==> config.mk <==
export PLATFORM = sky130hd
export DESIGN_NAME = button_gesture_detector_top_flat
export DESIGN_NICKNAME = d
export VERILOG_FILES = /design/src/rtl/core/bgd_pkg.sv /design/src/rtl/core/bgd_if.sv /design/src/rtl/core/bgd_cfg.sv /design/src/rtl/core/bgd_rules.sv /design/src/rtl/core/button_gesture_detector_top.sv /design/src/flat_wrapper.sv
export SDC_FILE = /design/constraint.sdc
export NUM_CORES = 1
export LEC_CHECK = 0
export ABC_AREA = 0
export BUFFER_PORTS_ARGS = -buffer_cell sky130_fd_sc_hd__buf_2
export CAP_MARGIN = 20
export CORE_ASPECT_RATIO = 0.9
export CORE_MARGIN = 1
export CORE_UTILIZATION = 51
export CTS_BUF_LIST = sky130_fd_sc_hd__clkbuf_2
export CTS_CLUSTER_DIAMETER = 50
export DETAILED_ROUTE_END_ITERATION = 8
export PLACE_DENSITY = 0.73
export SLEW_MARGIN = 40
export SYNTH_ARGS = -nofsm -noshare
export SYNTH_HDL_FRONTEND = slang
export SYNTH_SLANG_ARGS = --single-unit
==> constraint.sdc <==
create_clock -name i_clk -period 31.9 [get_ports i_clk]
set_input_delay 7.975 -clock i_clk [delete_from_list [all_inputs] [get_ports i_clk]]
set_output_delay 7.975 -clock i_clk [all_outputs]
set_load 0.05 [all_outputs]
==> src/rtl/core/bgd_pkg.sv <==
// shared types and constants of the button gesture detector
package bgd_pkg;

    localparam int unsigned CFG_W = 16;
    localparam int unsigned TIME_W = 32;
    localparam int unsigned IDX_W = 2;

    typedef enum logic [IDX_W-1:0] {
        REG_DEBOUNCE = 2'd0,
        REG_HOLD     = 2'd1,
        REG_WINDOW   = 2'd2
    } t_reg_idx;

    localparam logic [CFG_W-1:0] DEBOUNCE_RST = 16'd80;
    localparam logic [CFG_W-1:0] HOLD_RST     = 16'd500;
    localparam logic [CFG_W-1:0] WINDOW_RST   = 16'd100;

    typedef struct packed {
        logic [CFG_W-1:0] debounce_ms;
        logic [CFG_W-1:0] hold_ms;
        logic [CFG_W-1:0] double_window_ms;
    } t_cfg;

    typedef struct packed {
        logic              pressed_flag;
        logic              release_pending;
        logic              second_press_flag;
        logic              hold_once_armed;
        logic [TIME_W-1:0] press_stamp;
        logic [TIME_W-1:0] release_stamp;
    } t_state;

    typedef struct packed {
        logic press_event;
        logic double_event;
        logic hold_active;
        logic hold_first;
    } t_result;

endpackage

==> src/rtl/core/bgd_if.sv <==
// channel interfaces: poll input, gesture result and register write
interface bgd_in_if;
    logic                      valid;
    logic                      ready;
    logic                      button_level;
    logic [bgd_pkg::TIME_W-1:0] now_ms;

    modport source (output valid, output button_level, output now_ms, input ready);
    modport sink   (input valid, input button_level, input now_ms, output ready);
endinterface

interface bgd_out_if;
    logic valid;
    logic ready;
    logic press_event;
    logic double_event;
    logic hold_active;
    logic hold_first;

    modport source (output valid, output press_event, output double_event,
                     output hold_active, output hold_first, input ready);
    modport sink   (input valid, input press_event, input double_event,
                     input hold_active, input hold_first, output ready);
endinterface

interface bgd_cfg_if;
    logic                      valid;
    logic                      ready;
    logic [bgd_pkg::IDX_W-1:0] index;
    logic [bgd_pkg::CFG_W-1:0] data;

    modport source (output valid, output index, output data, input ready);
    modport sink   (input valid, input index, input data, output ready);
endinterface

==> src/rtl/core/bgd_cfg.sv <==
// configuration register file for the three timing thresholds
module bgd_cfg (
    input  logic                      i_clk,
    input  logic                      i_rst_n,
    input  logic                      i_wr,
    input  logic [bgd_pkg::IDX_W-1:0] i_index,
    input  logic [bgd_pkg::CFG_W-1:0] i_data,
    output bgd_pkg::t_cfg             o_cfg
);

    bgd_pkg::t_cfg r_cfg;
    bgd_pkg::t_cfg n_cfg;

    always_comb begin
        n_cfg = r_cfg;
        if (i_wr) begin
            case (i_index)
                bgd_pkg::REG_DEBOUNCE: n_cfg.debounce_ms      = i_data;
                bgd_pkg::REG_HOLD:     n_cfg.hold_ms          = i_data;
                bgd_pkg::REG_WINDOW:   n_cfg.double_window_ms = i_data;
                default:               n_cfg = r_cfg;
            endcase
        end
    end

    always_ff @(posedge i_clk) begin
        if (!i_rst_n) begin
            r_cfg.debounce_ms      <= bgd_pkg::DEBOUNCE_RST;
            r_cfg.hold_ms          <= bgd_pkg::HOLD_RST;
            r_cfg.double_window_ms <= bgd_pkg::WINDOW_RST;
        end else begin
            r_cfg <= n_cfg;
        end
    end

    assign o_cfg = r_cfg;

endmodule

==> src/rtl/core/bgd_rules.sv <==
// one poll through the seven ordered gesture rules
module bgd_rules (
    input  bgd_pkg::t_cfg               i_cfg,
    input  bgd_pkg::t_state             i_state,
    input  logic                        i_level,
    input  logic [bgd_pkg::TIME_W-1:0]  i_now,
    output bgd_pkg::t_state             o_state,
    output bgd_pkg::t_result            o_result
);

    localparam int unsigned PAD_W = bgd_pkg::TIME_W - bgd_pkg::CFG_W;

    logic [bgd_pkg::TIME_W-1:0] w_debounce;
    logic [bgd_pkg::TIME_W-1:0] w_hold;
    logic [bgd_pkg::TIME_W-1:0] w_window;
    logic [bgd_pkg::TIME_W-1:0] w_dp0;
    logic [bgd_pkg::TIME_W-1:0] w_dr0;

    assign w_debounce = {{PAD_W{1'b0}}, i_cfg.debounce_ms};
    assign w_hold     = {{PAD_W{1'b0}}, i_cfg.hold_ms};
    assign w_window   = {{PAD_W{1'b0}}, i_cfg.double_window_ms};
    assign w_dp0      = i_now - i_state.press_stamp;
    assign w_dr0      = i_now - i_state.release_stamp;

    always_comb begin
        bgd_pkg::t_state            s;
        bgd_pkg::t_result           r;
        logic [bgd_pkg::TIME_W-1:0] dp;
        logic [bgd_pkg::TIME_W-1:0] dr;

        s  = i_state;
        r  = '0;
        dp = w_dp0;
        dr = w_dr0;

        // debounced press; restamping makes the press difference zero
        if (i_level && !s.pressed_flag && (dp > w_debounce)) begin
            s.pressed_flag    = 1'b1;
            s.hold_once_armed = 1'b1;
            s.press_stamp     = i_now;
            dp                = '0;
        end
        // short release
        if (!i_level && s.pressed_flag && !s.release_pending && !s.second_press_flag &&
            (dp < w_hold)) begin
            s.release_pending = 1'b1;
            s.pressed_flag    = 1'b0;
            s.release_stamp   = i_now;
            dr                = '0;
        end
        // single press once the double window has passed
        if (s.release_pending && !s.second_press_flag && (dr > w_window)) begin
            s.release_pending = 1'b0;
            r.press_event     = 1'b1;
        end
        // second press inside the window
        if (s.pressed_flag && !s.second_press_flag && s.release_pending &&
            (dr < w_window)) begin
            s.pressed_flag      = 1'b0;
            s.release_pending   = 1'b0;
            s.second_press_flag = 1'b1;
        end
        // double click
        if (s.second_press_flag && (dp < w_hold)) begin
            s.second_press_flag = 1'b0;
            r.double_event      = 1'b1;
            s.press_stamp       = i_now;
            dp                  = '0;
        end
        // hold
        if (s.pressed_flag && !r.double_event && !r.hold_active && (dp > w_hold)) begin
            r.hold_active = 1'b1;
        end
        // release after hold
        if (!i_level && s.pressed_flag && (dp > w_hold)) begin
            s.pressed_flag = 1'b0;
            r.hold_active  = 1'b0;
            s.press_stamp  = i_now;
        end
        if (r.hold_active && s.hold_once_armed) begin
            r.hold_first      = 1'b1;
            s.hold_once_armed = 1'b0;
        end

        o_state  = s;
        o_result = r;
    end

endmodule

==> src/rtl/core/button_gesture_detector_top.sv <==
// top level of the button gesture detector
//
//  channel   dir  handshake      payload
//  i_in      in   valid/ready    button_level, now_ms
//  o_out     out  valid/ready    press_event, double_event, hold_active, hold_first
//  i_cfg     in   valid/ready    index, data (always ready)
//
// each poll is latched in an input register, runs through the combinational rules and
// lands in the result register; one poll per cycle sustained while o_out is not stalled.
// the flag and stamp state is updated in the same cycle the result register loads.
// reset clears state and valids and loads the thresholds with 80, 500 and 100 ms.
// a stalled result holds the input register; a new poll is still taken while the
// result is taken in the same cycle.
module button_gesture_detector_top (
    input  logic       i_clk,
    input  logic       i_rst_n,
    bgd_in_if.sink     i_in,
    bgd_out_if.source  o_out,
    bgd_cfg_if.sink    i_cfg
);

    bgd_pkg::t_cfg    w_cfg;
    bgd_pkg::t_state  r_state;
    bgd_pkg::t_state  n_state;
    bgd_pkg::t_result r_result;
    bgd_pkg::t_result n_result;

    logic                       r_in_valid;
    logic                       r_level;
    logic [bgd_pkg::TIME_W-1:0] r_now;
    logic                       r_out_valid;
    logic                       w_adv;
    logic                       w_step;
    logic                       w_in_take;

    bgd_cfg u_cfg (
        .i_clk   (i_clk),
        .i_rst_n (i_rst_n),
        .i_wr    (i_cfg.valid),
        .i_index (i_cfg.index),
        .i_data  (i_cfg.data),
        .o_cfg   (w_cfg)
    );

    bgd_rules u_rules (
        .i_cfg    (w_cfg),
        .i_state  (r_state),
        .i_level  (r_level),
        .i_now    (r_now),
        .o_state  (n_state),
        .o_result (n_result)
    );

    assign i_cfg.ready = 1'b1;

    assign w_adv     = !r_out_valid || o_out.ready;
    assign w_step    = r_in_valid && w_adv;
    assign i_in.ready = !r_in_valid || w_adv;
    assign w_in_take = i_in.valid && i_in.ready;

    always_ff @(posedge i_clk) begin
        if (!i_rst_n) begin
            r_in_valid  <= 1'b0;
            r_out_valid <= 1'b0;
            r_state     <= '0;
        end else begin
            if (i_in.ready) begin
                r_in_valid <= i_in.valid;
            end
            if (w_adv) begin
                r_out_valid <= r_in_valid;
            end
            if (w_step) begin
                r_state <= n_state;
            end
        end
    end

    // payload registers
    always_ff @(posedge i_clk) begin
        if (w_in_take) begin
            r_level <= i_in.button_level;
            r_now   <= i_in.now_ms;
        end
        if (w_step) begin
            r_result <= n_result;
        end
    end

    assign o_out.valid        = r_out_valid;
    assign o_out.press_event  = r_result.press_event;
    assign o_out.double_event = r_result.double_event;
    assign o_out.hold_active  = r_result.hold_active;
    assign o_out.hold_first   = r_result.hold_first;

endmodule

==> src/flat_wrapper.sv <==
// flat-port wrapper written by rule: the top's interface ports become plain ports
module button_gesture_detector_top_flat 
  (i_clk, i_rst_n, i_in_valid, i_in_button_level, i_in_now_ms, i_in_ready, o_out_valid, o_out_press_event, o_out_double_event, o_out_hold_active, o_out_hold_first, o_out_ready, i_cfg_valid, i_cfg_index, i_cfg_data, i_cfg_ready);
  bgd_in_if i_in_i ();
  bgd_out_if o_out_i ();
  bgd_cfg_if i_cfg_i ();
  input  logic i_clk;
  input  logic i_rst_n;
  input wire logic [$bits(i_in_i.valid)-1:0] i_in_valid;
  input wire logic [$bits(i_in_i.button_level)-1:0] i_in_button_level;
  input wire logic [$bits(i_in_i.now_ms)-1:0] i_in_now_ms;
  output wire logic [$bits(i_in_i.ready)-1:0] i_in_ready;
  output wire logic [$bits(o_out_i.valid)-1:0] o_out_valid;
  output wire logic [$bits(o_out_i.press_event)-1:0] o_out_press_event;
  output wire logic [$bits(o_out_i.double_event)-1:0] o_out_double_event;
  output wire logic [$bits(o_out_i.hold_active)-1:0] o_out_hold_active;
  output wire logic [$bits(o_out_i.hold_first)-1:0] o_out_hold_first;
  input wire logic [$bits(o_out_i.ready)-1:0] o_out_ready;
  input wire logic [$bits(i_cfg_i.valid)-1:0] i_cfg_valid;
  input wire logic [$bits(i_cfg_i.index)-1:0] i_cfg_index;
  input wire logic [$bits(i_cfg_i.data)-1:0] i_cfg_data;
  output wire logic [$bits(i_cfg_i.ready)-1:0] i_cfg_ready;
  assign i_in_i.valid = i_in_valid;
  assign i_in_i.button_level = i_in_button_level;
  assign i_in_i.now_ms = i_in_now_ms;
  assign i_in_ready = i_in_i.ready;
  assign o_out_valid = o_out_i.valid;
  assign o_out_press_event = o_out_i.press_event;
  assign o_out_double_event = o_out_i.double_event;
  assign o_out_hold_active = o_out_i.hold_active;
  assign o_out_hold_first = o_out_i.hold_first;
  assign o_out_i.ready = o_out_ready;
  assign i_cfg_i.valid = i_cfg_valid;
  assign i_cfg_i.index = i_cfg_index;
  assign i_cfg_i.data = i_cfg_data;
  assign i_cfg_ready = i_cfg_i.ready;
  button_gesture_detector_top u_core (.i_clk(i_clk), .i_rst_n(i_rst_n), .i_in(i_in_i), .o_out(o_out_i), .i_cfg(i_cfg_i));
endmodule
After elaboration in Yosys (flattened, before gate mapping):

Index checks and enable logic that the tools add are counted.

* output and inout bits: 7
* bits in registers: 155
* input port bits: 56
* word-level logic and storage cells: 79

* equal/unequal tests: 2
* add/subtract/negate cells: 2
* reductions and logical operators: 35
* magnitude comparators: 5
* multiplexer cells: 18

Operator list (number)
* $mux W32: 5
* $gt A32 B16 Y1: 3
* $lt A32 B16 Y1: 2
* $sub A32 B32 Y32: 2
* $mux W33: 1
* $logic_and A1 B1 Y1: 19
* $mux W1: 10
* $reduce_and A2 Y1: 5
* $logic_not A1 Y1: 7
* $mux W3: 1
* $reduce_bool A3 Y1: 1
* $eq A2 B1 Y1 const B: 1
* $eq A2 B2 Y1 const B: 1
* $logic_not A2 Y1: 1
* $logic_or A1 B1 Y1: 2
* $mux W2: 1

Longest topological paths before layout:

Gate-level depths: netlist (run 1).

* depth in word-level cells: 24
* depth in mapped cells: 57
* mapped depth without buffers: 54

By module:

Synthesis (run 1) repeated with hierarchy kept, for this count alone.

* cell total of the unflattened synthesis: 1528
* area, all modules: 12799.8 um2

Modules (own cells, without submodules)
* bgd_rules: cells an instance 1004, times used 1, area each 7039.3 um2, seq. area each 0.0 um2
* button_gesture_detector_top: cells an instance 343, times used 1, area each 3897.5 um2, seq. area each 2512.4 um2
* bgd_cfg: cells an instance 181, times used 1, area each 1863.0 um2, seq. area each 960.9 um2

Least setup slack after synthesis (run 1):

Ideal clock, no wire load.

* kind: in2out
* start point: input o_out_ready
* end point: output i_in_ready
* buffers on the path: 0
* arrival time: 8.479 ns
* cell stages on the path: 2
* slack: 15.446 ns
* required time: 23.925 ns
* cells stage by stage: nor2b_1 nand2_1

* cells in the longest elaborated chain, start to end: 2

RTL lines
* start: declaration: line flat_wrapper.sv:18 `input wire logic [$bits(o_out_i.ready)-1:0] o_out_ready;`
* $logic_or A1 B1 Y1: line button_gesture_detector_top.sv:56 `assign w_adv = !r_out_valid || o_out.ready;`
* $logic_or A1 B1 Y1: line button_gesture_detector_top.sv:58 `assign i_in.ready = !r_in_valid || w_adv;`
* end: declaration: line flat_wrapper.sv:12 `output wire logic [$bits(i_in_i.ready)-1:0] i_in_ready;`

Every way passes these cells.

Final worst setup path (run 1):

Same ends and word-level chain as after synthesis.

==> reports/qor.yml, run 1 <==
synthesis:
  syn_nets: 1633
  ys_warn_count: 0
  ys_ff_latch: 155
  synth_area_leader_cell: "dfxtp_1"
  synth_area_um2: 11600
  synthArstFlopShare_pct: 0
  ys_top_cells_by_count: "nand2_1, inv_1, a21oi_1, ha_1, dfxtp_1"
  ys_seq_area_share_pct: 29.95
  ys.flop_type: "dfxtp_1"
  avgSynthCellArea_um2: 7.998
  netlist_instances: 1450
  synth.distinct_cells: 78
  yosys.cell_count.top_type: "nand2_1"
  synth-edff-count: 37
  synth.top_cell.area_share_pct: 20.37
  synth_area_leaders: "dfxtp_1, ha_1, edfxtp_1"
global_route:
  overflow: 0
  track_usage_pct: 24.53
  antenna_found_initial: 1
  grt_max_degree: 77
  grt_pass1_vias: 9379
  grt_first_pass_wirelength_mm: 46.47
clock_tree:
  cts.sinks: 155
  htreeDepth: 4
  clk_pin_slew_worst_paths_ns: 0.23
  cts_tree: "done"
  cts_root_buffer: "clkbuf_2"
  cts_setup_buffers: 0
  clockBufferDepth: 2
  cts_buffers: 17
  ctsHoldBuffers: 0
  insertion_delay_ns: 0.75
  cts_resized: 0
routing:
  wl_per_cell_um: 16.04
  ant_nets: 0
  avgViaCountPerCell: 5.737
  first_iter_violations: 722
  wl_mm: 28.55
  drc_errors: 0
  vias: 10212
  dr.pass1.iters: 5
floorplan:
  die_h_um: 145.1
  die_area_um2: 23350
  die_w_um: 161.0
  floorplan.rows: 51
  core-area_um2: 21950
  io_pins: 63
  start_util_pct: 52.83
power:
  p_int_mw: 0.2899
  p_switching_mw: 0.1746
  comb_power_share_pct: 30.3
  power_density_nw_per_um2: 37.89
  power_frac_seq_pct: 46.5
  ir_drop_mv: 0.02941
  switching_share_pct: 37.60
  p_leak_nw: 5.320
  clkPwrFrac_pct: 23.2
min_path:
  hold_class: "reg -> reg"
worst_setup_path:
  setup.worst_path.end_class: "output port"
  arrival_ns: 8.57
  crit_required_ns: 23.93
  startpoint_type: "input port"
  path_class: "in -> out"
  crit_fanout: 4
placement:
  dp_hpwl_mm: 22.41
  gp_routability_congestion: 0.9101
  io_buffers: 61
final_layout:
  post-route-util_pct: 55.85
  drive_gt1_share_pct: 8.669
  fin_nets: 1658
  area_growth_syn_to_layout_pct: 5.718
timing:
  fin_crit_sh_pct: 51.87
  fin_setup_tns_ns: 0
  clock_skew_ns: 0.05714
  tightest_slew_ns: 0.8467
  min_period_ns: 16.55
  drv_slew: 0
  hold_viol: 0
  rsz0062_at_grt: "no"
  slew-limit-headroom_pct: 43.56
  setup_viol: 0
  clock.fmax_ghz: 0.06043
outcome:
  status: "complete, no violations"
flow_run:
  drv_cap: 0
kinds of logic after synthesis:
| logic type | share of synthesized area, % |
|---|---|
| AOI/OAI and AO/OA | 20.38 |
| and+or+nand+nor | 19.84 |
| other | 0.03233 |
| buffers and inverters | 7.077 |
| muxes | 6.322 |
| adders and majority gates | 13.83 |
| DFF | 29.95 |
| xor gates and xnor gates | 2.568 |
routing by layer:
metal	track usage [%]	routed length (um)	up-vias	part of all wire (%)
met5	0	0	-	0
met4	7.075	495	0	1.7
met3	2.830	1509	29	5.3
met2	37.80	12620	260	44
met1	35.79	13920	4764	49
li1	-	-	5159	-
worst max-delay path, stage by stage:
cell     delay (ns)
buf_2          0.09
nor2b_1        0.19
nand2_1        0.10
buf_2          0.22
cell usage in the layout, fill, tap and decap left out, drive strengths merged, types with 5 or more instances in the layout:
| cell | instances |
|---|---|
| dfxtp | 118 |
| nor2 | 112 |
| nand2 | 224 |
| nand4 | 28 |
| or4 | 6 |
| and4 | 6 |
| and2 | 8 |
| mux2i | 71 |
| nand3 | 24 |
| a21oi | 136 |
| o21a | 15 |
| nand2b | 13 |
| o21ai | 52 |
| edfxtp | 37 |
| nor4 | 8 |
| o31ai | 5 |
| xnor2 | 19 |
| nor2b | 15 |
| a21o | 50 |
| clkbuf | 19 |
| a2111oi | 6 |
| and3 | 6 |
| nor3 | 19 |
| o211ai | 25 |
| or3 | 7 |
| inv | 146 |
| or2 | 8 |
| ha | 125 |
| buf | 67 |
| a211oi | 24 |
| clkinv | 5 |
| xor2 | 15 |
flip-flops by register name, summed over array words and instances (netlist names):
signal	flops
u_core.r_now	32
u_core.r_state	68
u_core.o_out.hold_active	1
u_core.o_out.press_event	1
u_core.u_cfg.o_cfg	48
u_core.o_out.hold_first	1
u_core.r_in_valid	1
u_core.o_out.double_event	1
u_core.o_out.valid	1
u_core.r_level	1
through the flow:
stage / setup slack, ns / cells / area (um^2) / power, mW / hold WS [ns]
2_1_floorplan: 15.45 / 1450 / 11600 / 0.3235 / 0.4363
3_3_place_gp: 15.36 / 1747 / 12030 / 0.3538 / 0.4434
3_5_place_dp: 15.35 / 1747 / 12040 / 0.3582 / 0.4470
4_1_cts: 15.35 / 1779 / 12260 / 0.4656 / 0.4742
5_1_grt: 15.28 / 1780 / 12260 / 0.4939 / 0.4928
6_report: 15.35 / 1780 / 12260 / 0.4645 / 0.4716
power groups by stage:
stage	clock network (mW)	registers (mW)	logic (mW)
6_report	0.108	0.216	0.141
5_1_grt	0.119	0.217	0.158
4_1_cts	0.110	0.216	0.140
3_5_place_dp	0	0.219	0.139
3_3_place_gp	0	0.219	0.135
2_1_floorplan	0	0.218	0.106
worst paths after layout:
kind,from,end,slack [ns],cells after the start
max reg2reg,u_core.r_now[1]$_DFFE_PP_,u_core.r_state[43]$_SDFFE_PN0P_,19.23,55
max,o_out_ready,i_in_ready,15.35,4
min reg2reg,u_core.u_cfg.o_cfg[34]$_SDFFE_PN0P_,u_core.u_cfg.o_cfg[34]$_SDFFE_PN0P_,0.47,2
min,u_core.u_cfg.o_cfg[34]$_SDFFE_PN0P_,u_core.u_cfg.o_cfg[34]$_SDFFE_PN0P_,0.47,2
area by class of cell:
class                           count  area [um^2]
Fill cell                        2079         9691
Multi-Input combinational cell   1095         7330
Sequential cell                   155         3473
Inverter                          139        521.8
Tap cell                          291        364.1
Timing Repair Buffer               67        350.3
Clock inverter                     13        123.9
Clock buffer                       19        95.09
Antenna cell                        1        2.502
No activity file was read; power rests on OpenSTA's default activity.
==> run 2: changes to the inputs <==
--- a/config.mk
+++ b/config.mk
@@ -5,7 +5,7 @@
 export SDC_FILE = /design/constraint.sdc
 export NUM_CORES = 1
 export LEC_CHECK = 0
-export ABC_AREA = 0
+export ABC_AREA = 1
 export BUFFER_PORTS_ARGS = -buffer_cell sky130_fd_sc_hd__buf_2
 export CAP_MARGIN = 20
 export CORE_ASPECT_RATIO = 0.9
@@ -14,7 +14,7 @@
 export CTS_BUF_LIST = sky130_fd_sc_hd__clkbuf_2
 export CTS_CLUSTER_DIAMETER = 50
 export DETAILED_ROUTE_END_ITERATION = 8
-export PLACE_DENSITY = 0.73
+export PLACE_DENSITY = 0.76
 export SLEW_MARGIN = 40
 export SYNTH_ARGS = -nofsm -noshare
 export SYNTH_HDL_FRONTEND = slang
==> constraint.sdc (replaced) <==
create_clock -name i_clk -period 15.17 [get_ports i_clk]
set_input_delay 3.7925 -clock i_clk [delete_from_list [all_inputs] [get_ports i_clk]]
set_output_delay 3.7925 -clock i_clk [all_outputs]
set_load 0.05 [all_outputs]
==> reports/qor.yml, run 2 <==
outcome:
  status: "complete, no violations"  # unchanged
floorplan:
  floorplan.rows: 52  # was 51
  die_w_um: 163.6  # was 161.0 um
  die_h_um: 147.5  # was 145.1 um
  io_pins: 63  # unchanged
  start_util_pct: 52.65  # was 52.83%
  core-area_um2: 22770  # was 21950 um^2
  die_area_um2: 24130  # was 23350 um^2
global_route:
  antenna_found_initial: 1  # unchanged
  track_usage_pct: 26.13  # was 24.53%
  busiest_layer: "met2"  # unchanged
  grt_max_degree: 88  # was 77
  use_met2_pct: 41.59  # was 37.80%
  use_met3_pct: 3.058  # was 2.830%
  overflow: 0  # unchanged
  grt_pass1_vias: 9943  # was 9379
  grt_first_pass_wirelength_mm: 49.51  # was 46.47 mm
  met1_usage_pct: 38.01  # was 35.79%
placement:
  dp_slack_ns: 5.025  # was 15.35 ns
  gp_routability_congestion: 0.9204  # was 0.9101
  dp_hpwl_mm: 24.78  # was 22.41 mm
  io_buffers: 61  # unchanged
  place_inst: 2074  # was 1747
final_layout:
  drive_gt1_share_pct: 11.15  # was 8.669%
  top_register: "u_core.r_state"  # unchanged
  mostFrequentLayoutCells: "nand2_1, inv_1, nor2_1, a21oi_1, ha_1"  # was nand2_1, inv_1, a21oi_1, ha_1, dfxtp_1
  area_growth_syn_to_layout_pct: 6.261  # was 5.718%
  final_cell_count_no_fill: 2109  # was 1780
  ff_latch_area_um2: 3473  # unchanged
  fin_nets: 1981  # was 1658
  multi_input_comb_area_um2: 6949  # was 7330 um^2
  layout_commonest_cell: "nand2_1"  # unchanged
  fillCellCount: 2191  # was 2079
  largest_register_ffs: 68  # unchanged
clock_tree:
  cts_buffers: 17  # unchanged
  cts_setup_buffers: 0  # unchanged
  insertion_delay_ns: 0.76  # was 0.75 ns
  cts_root_buffer: "clkbuf_2"  # unchanged
  htreeDepth: 4  # unchanged
  clk_pin_slew_worst_paths_ns: 0.28  # was 0.23 ns
  cts_resized: 0  # unchanged
  ctsHoldBuffers: 0  # unchanged
  cts.sinks: 155  # unchanged
  clockBufferDepth: 2  # unchanged
  cts_tree: "done"  # unchanged
flow_run:
  drv_cap: 0  # unchanged
synthesis:
  syn_nets: 1936  # was 1633
  yosys.cell_count.top_type: "nand2_1"  # unchanged
  ys_seq_area_share_pct: 28.97  # was 29.95%
  ys_top_cells_by_count: "nand2_1, inv_1, nor2_1, a21oi_1, ha_1"  # was nand2_1, inv_1, a21oi_1, ha_1, dfxtp_1
  ys.flop_type: "dfxtp_1"  # unchanged
  avgSynthCellArea_um2: 6.840  # was 7.998 um^2
  synthArstFlopShare_pct: 0  # unchanged
  netlist_instances: 1753  # was 1450
  synth-edff-count: 37  # unchanged
  synth.top_cell.area_share_pct: 19.70  # was 20.37%
  synth.distinct_cells: 55  # was 78
  synth_area_leaders: "dfxtp_1, ha_1, nand2_1"  # was dfxtp_1, ha_1, edfxtp_1
  synth_area_um2: 11990  # was 11600 um^2
  ys_warn_count: 0  # unchanged
  synth_area_leader_cell: "dfxtp_1"  # unchanged
  ys_ff_latch: 155  # unchanged
routing:
  drc_errors: 0  # unchanged
  wl_mm: 30.94  # was 28.55 mm
  wl_per_cell_um: 14.67  # was 16.04 um
  avgViaCountPerCell: 5.306  # was 5.737
  vias: 11191  # was 10212
  first_iter_violations: 812  # was 722
  ant_nets: 0  # unchanged
  dr.pass1.iters: 7  # was 5
worst_setup_path:
  crit_fanout: 42  # was 4
  startpoint_type: "flop"  # was input port
  max_stage_delay_ns: 0.57  # was 0.22 ns
  startpoint: "u_core.r_now[13]$_DFFE_PP_"  # was o_out_ready
  arrival_ns: 10.84  # was 8.57 ns
  setup.worst_path.end_class: "flop"  # was output port
  slowest_stage: "edfxtp_1"  # was buf_2
  crit_top_cell: "nor2_1"  # was buf_2
  r2r_start: "u_core.r_now[13]$_DFFE_PP_"  # was u_core.r_now[1]$_DFFE_PP_
  path_class: "reg -> reg"  # was in -> out
  crit_required_ns: 15.83  # was 23.93 ns
timing:
  fin_setup_tns_ns: 0  # unchanged
  tightest_slew_ns: 0.7882  # was 0.8467 ns
  fin_crit_sh_pct: 67.15
  clock_skew_ns: 0.04526  # was 0.05714 ns
  drv_slew: 0  # unchanged
  setup_ws_ns: 4.983  # was 15.35 ns
  setup_viol: 0  # unchanged
  clock.fmax_ghz: 0.09816
  rsz0062_at_grt: "no"  # unchanged
  slew-limit-headroom_pct: 47.45  # was 43.56%
  min_period_ns: 10.19
  hold_viol: 0  # unchanged
min_path:
  hold_class: "reg -> reg"  # unchanged
  min_from: "u_core.r_state[22]$_SDFFE_PN0P_"  # was u_core.u_cfg.o_cfg[34]$_SDFFE_PN0P_
power:
  power_mw: 1.094  # was 0.4645 mW
  p_leak_nw: 6.263  # was 5.320 nW
  ir_drop_mv: 0.05067  # was 0.02941 mV
  power_density_nw_per_um2: 85.85  # was 37.89 nW/um^2
run 2: cell count changes in the layout (fill, tap and decap cells not counted), moves of 14 or more:
cell / change
a21oi_2: +33
nand2_2: +21
o21ai_0: +52
nor2b_1: -15
inv_2: +14
mux2i_1: -71
a21oi_1: +24
a211oi_1: -16
nor2_1: +51
inv_1: +192
nand3_1: +57
nand2_1: +146
a21o_1: -47
run 2: final cells by class:
class / instances / share of cell area [%]
antenna: 1 / 0.01964
clock buffer: 17 / 0.6678
multi-input combinational: 1210 / 54.54
inverter: 346 / 10.19
timing repair buffer: 68 / 3.005
tap: 297 / 2.917
clock inverter: 15 / 1.394
sequential: 155 / 27.26
run 2: final timing paths:
path / slack (ns) / cells after the start / endpoint
worst min register to register: 0.48 / 2 / u_core.r_state[22]$_SDFFE_PN0P_
worst max register to register: 4.98 / 59 / u_core.r_state[53]$_SDFFE_PN0P_
worst max-delay path: 4.98 / 59 / u_core.r_state[53]$_SDFFE_PN0P_
worst min-delay path: 0.48 / 2 / u_core.r_state[22]$_SDFFE_PN0P_
run 2: routing by layer:
metal	up-vias	wire length [um]
li1	5722	-
met1	5137	15040
met2	303	13780
met3	29	1792
met4	0	329
met5	-	0
run 2: power breakdown:
| part | total (mW) | internal (mW) | switching (mW) |
|---|---|---|---|
| clock | 0.256 | 0.0821 | 0.174 |
| sequential | 0.460 | 0.445 | 0.0153 |
| combinational | 0.377 | 0.134 | 0.244 |
run 2: worst max-delay path: cells and delay by family (launching register included):
family / cells / cell delay (ns)
simple gates: 29 / 3.75
fa+ha+maj: 5 / 1.59
buf+inv: 8 / 1.23
xor+xnor: 1 / 0.28
compound gates: 16 / 2.54
flops: 1 / 0.57
run 2: through the flow:
step | util (%) | area (um^2) | hold slack [ns]
after global placement | 54.59 | 12430 | 0.4455
after detailed placement | 54.59 | 12430 | 0.4526
after global routing | 55.95 | 12740 | 0.4959
after CTS | 55.74 | 12690 | 0.4798
final | 55.95 | 12740 | 0.4756
after floorplan | - | 11990 | 0.4325
run 2: cells by family (layout without fill, tap and decap cells):
family,count (synthesis),after routing,synth area share (%)
AND/OR/NAND/NOR,710,710,25.74
buffers and inverters,388,446,13.12
AO/OA/AOI/OAI,337,337,16.21
flip-flops,155,155,28.97
adder cells (fa/ha/maj),127,127,13.38
XOR/XNOR,35,35,2.557
other,1,2,0.03128
==> run 3: changes to the inputs <==
==> constraint.sdc (replaced) <==
create_clock -name i_clk -period 8.3 [get_ports i_clk]
set_input_delay 2.075 -clock i_clk [delete_from_list [all_inputs] [get_ports i_clk]]
set_output_delay 2.075 -clock i_clk [all_outputs]
set_load 0.05 [all_outputs]
==> reports/qor.yml, run 3 (synthesized netlist as in run 2, its figures left out) <==
clock_tree:
  insertion_delay_ns: 0.82  # was 0.76 ns
  cts_buffers: 17  # unchanged
  cts_root_buffer: "clkbuf_2"  # unchanged
  ctsHoldBuffers: 0  # unchanged
  cts_tree: "done"  # unchanged
  clockBufferDepth: 2  # unchanged
  htreeDepth: 4  # unchanged
  clk_pin_slew_worst_paths_ns: 0.31  # was 0.28 ns
  cts.sinks: 155  # unchanged
placement:
  placed_area_um2: 13470  # was 12430 um^2
  dp_slack_ns: -0.4197  # was 5.025 ns
  gp_routability_congestion: 0.9697  # was 0.9204
  dp_hpwl_mm: 26.39  # was 24.78 mm
  io_buffers: 61  # unchanged
timing:
  hold_viol: 0  # unchanged
  min_period_ns: 8.777  # was 10.19 ns
  drv_slew: 0  # unchanged
  slew-limit-headroom_pct: 54.71  # was 47.45%
  fin_crit_sh_pct: 105.8  # was 67.15%
  clock.fmax_ghz: 0.1139  # was 0.09816 GHz
  rsz0062_at_grt: "yes"  # was no
  setup_ws_ns: -0.4773  # was 4.983 ns
  clock_skew_ns: 0.04739  # was 0.04526 ns
  setup_viol: 36  # was 0
  tightest_slew_ns: 0.6794  # was 0.7882 ns
worst_setup_path:
  setup.worst_path.end_class: "flop"  # unchanged
  path_class: "reg -> reg"  # unchanged
  slowest_stage: "edfxtp_1"  # unchanged
  crit_required_ns: 9.05  # was 15.83 ns
  startpoint_type: "flop"  # unchanged
  arrival_ns: 9.53  # was 10.84 ns
  max_stage_delay_ns: 0.47  # was 0.57 ns
  crit_fanout: 7  # was 42
  crit_top_cell: "nand2_2"  # was nor2_1
flow_run:
  drv_cap: 0  # unchanged
floorplan:
  io_pins: 63  # unchanged
  core-area_um2: 22770  # unchanged
  start_util_pct: 52.65  # unchanged
  die_h_um: 147.5  # unchanged
  floorplan.rows: 52  # unchanged
  die_w_um: 163.6  # unchanged
  die_area_um2: 24130  # unchanged
global_route:
  antenna_found_initial: 3  # was 1
  track_usage_pct: 30.40  # was 26.13%
  grt_pass1_vias: 11312  # was 9943
  grt_max_degree: 90  # was 88
  overflow: 0  # unchanged
  grt_first_pass_wirelength_mm: 57.19  # was 49.51 mm
min_path:
  hold_class: "reg -> reg"  # unchanged
power:
  clkPwrFrac_pct: 19.5  # was 23.4%
  p_int_mw: 1.363  # was 0.6601 mW
  comb_power_share_pct: 44.1  # was 34.5%
  ir_drop_mv: 0.1070  # was 0.05067 mV
  power_density_nw_per_um2: 151.9  # was 85.85 nW/um^2
  switching_share_pct: 41.14  # was 39.64%
  p_switching_mw: 0.9530  # was 0.4336 mW
  p_leak_nw: 7.381  # was 6.263 nW
  power_frac_seq_pct: 36.3  # was 42.0%
final_layout:
  ff_latch_area_um2: 3473  # unchanged
  drive_gt1_share_pct: 25.87  # was 11.15%
  top_register: "u_core.r_state"  # unchanged
  area_growth_syn_to_layout_pct: 27.22  # was 6.261%
  post-route-util_pct: 66.98  # was 55.95%
  fin_area_um2: 15250  # was 12740 um^2
  fin_nets: 2176  # was 1981
  fillCellCount: 1842  # was 2191
  mostFrequentLayoutCells: "nand2_1, inv_1, buf_4, a21oi_1, nor2_1"  # was nand2_1, inv_1, nor2_1, a21oi_1, ha_1
  multi_input_comb_area_um2: 7764  # was 6949 um^2
  layout_commonest_cell: "nand2_1"  # unchanged
  largest_register_ffs: 68  # unchanged
routing:
  ant_nets: 0  # unchanged
  wl_mm: 37.16  # was 30.94 mm
  avgViaCountPerCell: 5.385  # was 5.306
  wl_per_cell_um: 16.13  # was 14.67 um
  drc_errors: 0  # unchanged
  dr.pass1.iters: 5  # was 7
  vias: 12408  # was 11191
  first_iter_violations: 1132  # was 812
outcome:
  violations: "negative setup slack"
  status: "finished with violations"  # was complete, no violations
[run 3: what timing repair did]
| action | CTS | global route |
|---|---|---|
| resized for setup | 103 | 75 |
| pin swaps | 38 | 45 |
| setup buffers | 37 | 21 |
| endpoints found under the setup margin | 36 | 36 |
| cloned | 6 | 1 |
[run 3: layout make-up]
cell class | count | share of cell area [%]
Tap cell | 297 | 2.436
Timing Repair Buffer | 262 | 13.57
Clock inverter | 15 | 1.157
Antenna cell | 1 | 0.01641
Clock buffer | 17 | 0.5578
Inverter | 346 | 8.597
Multi-Input combinational cell | 1211 | 50.90
Sequential cell | 155 | 22.77
[run 3: worst max-delay path, delay by kind of cell, from the launching register on]
kind | cells | cell delay [ns]
AO/OA/AOI/OAI | 13 | 2.00
AND/OR/NAND/NOR | 30 | 2.72
flip-flops | 1 | 0.47
adder cells (fa/ha/maj) | 6 | 1.72
XOR/XNOR | 1 | 0.15
buffers and inverters | 15 | 1.62
[run 3: final timing paths]
path,from,to,slack [ns],cells past startpoint
hold / removal,u_core.r_state[4]$_SDFFE_PN0P_,u_core.r_state[4]$_SDFFE_PN0P_,0.48,2
setup / recovery,u_core.r_now[0]$_DFFE_PP_,u_core.r_state[53]$_SDFFE_PN0P_,-0.48,65
hold reg to reg,u_core.r_state[4]$_SDFFE_PN0P_,u_core.r_state[4]$_SDFFE_PN0P_,0.48,2
setup reg to reg,u_core.r_now[0]$_DFFE_PP_,u_core.r_state[53]$_SDFFE_PN0P_,-0.48,65
[run 3: power groups by stage]
stage	registers, mW	logic [mW]	clock network, mW
floorplan	0.849	0.517	0
global placement	0.850	0.774	0
detailed placement	0.851	0.792	0
CTS	0.838	0.899	0.458
global route	0.844	1.12	0.488
finish	0.841	1.02	0.453
[run 3: stage by stage]
step | hold slack (ns) | TNS (ns) | std cells | total power, mW
after floorplan | 0.4325 | 0 | 1753 | 1.366
after global placement | 0.4453 | -3.976 | 2208 | 1.624
after detailed placement | 0.4508 | -13.20 | 2208 | 1.644
after CTS | 0.4802 | -0.02054 | 2283 | 2.195
after global routing | 0.4979 | -30.89 | 2304 | 2.449
final | 0.4790 | -14.42 | 2304 | 2.316
[run 3: metal layers]
metal	wire length [um]	vias up	global-route usage, %
li1	-	6098	-
met2	16580	563	46.42
met1	16280	5645	43.27
met5	0	-	0
met3	3056	102	4.153
met4	1237	0	11.67
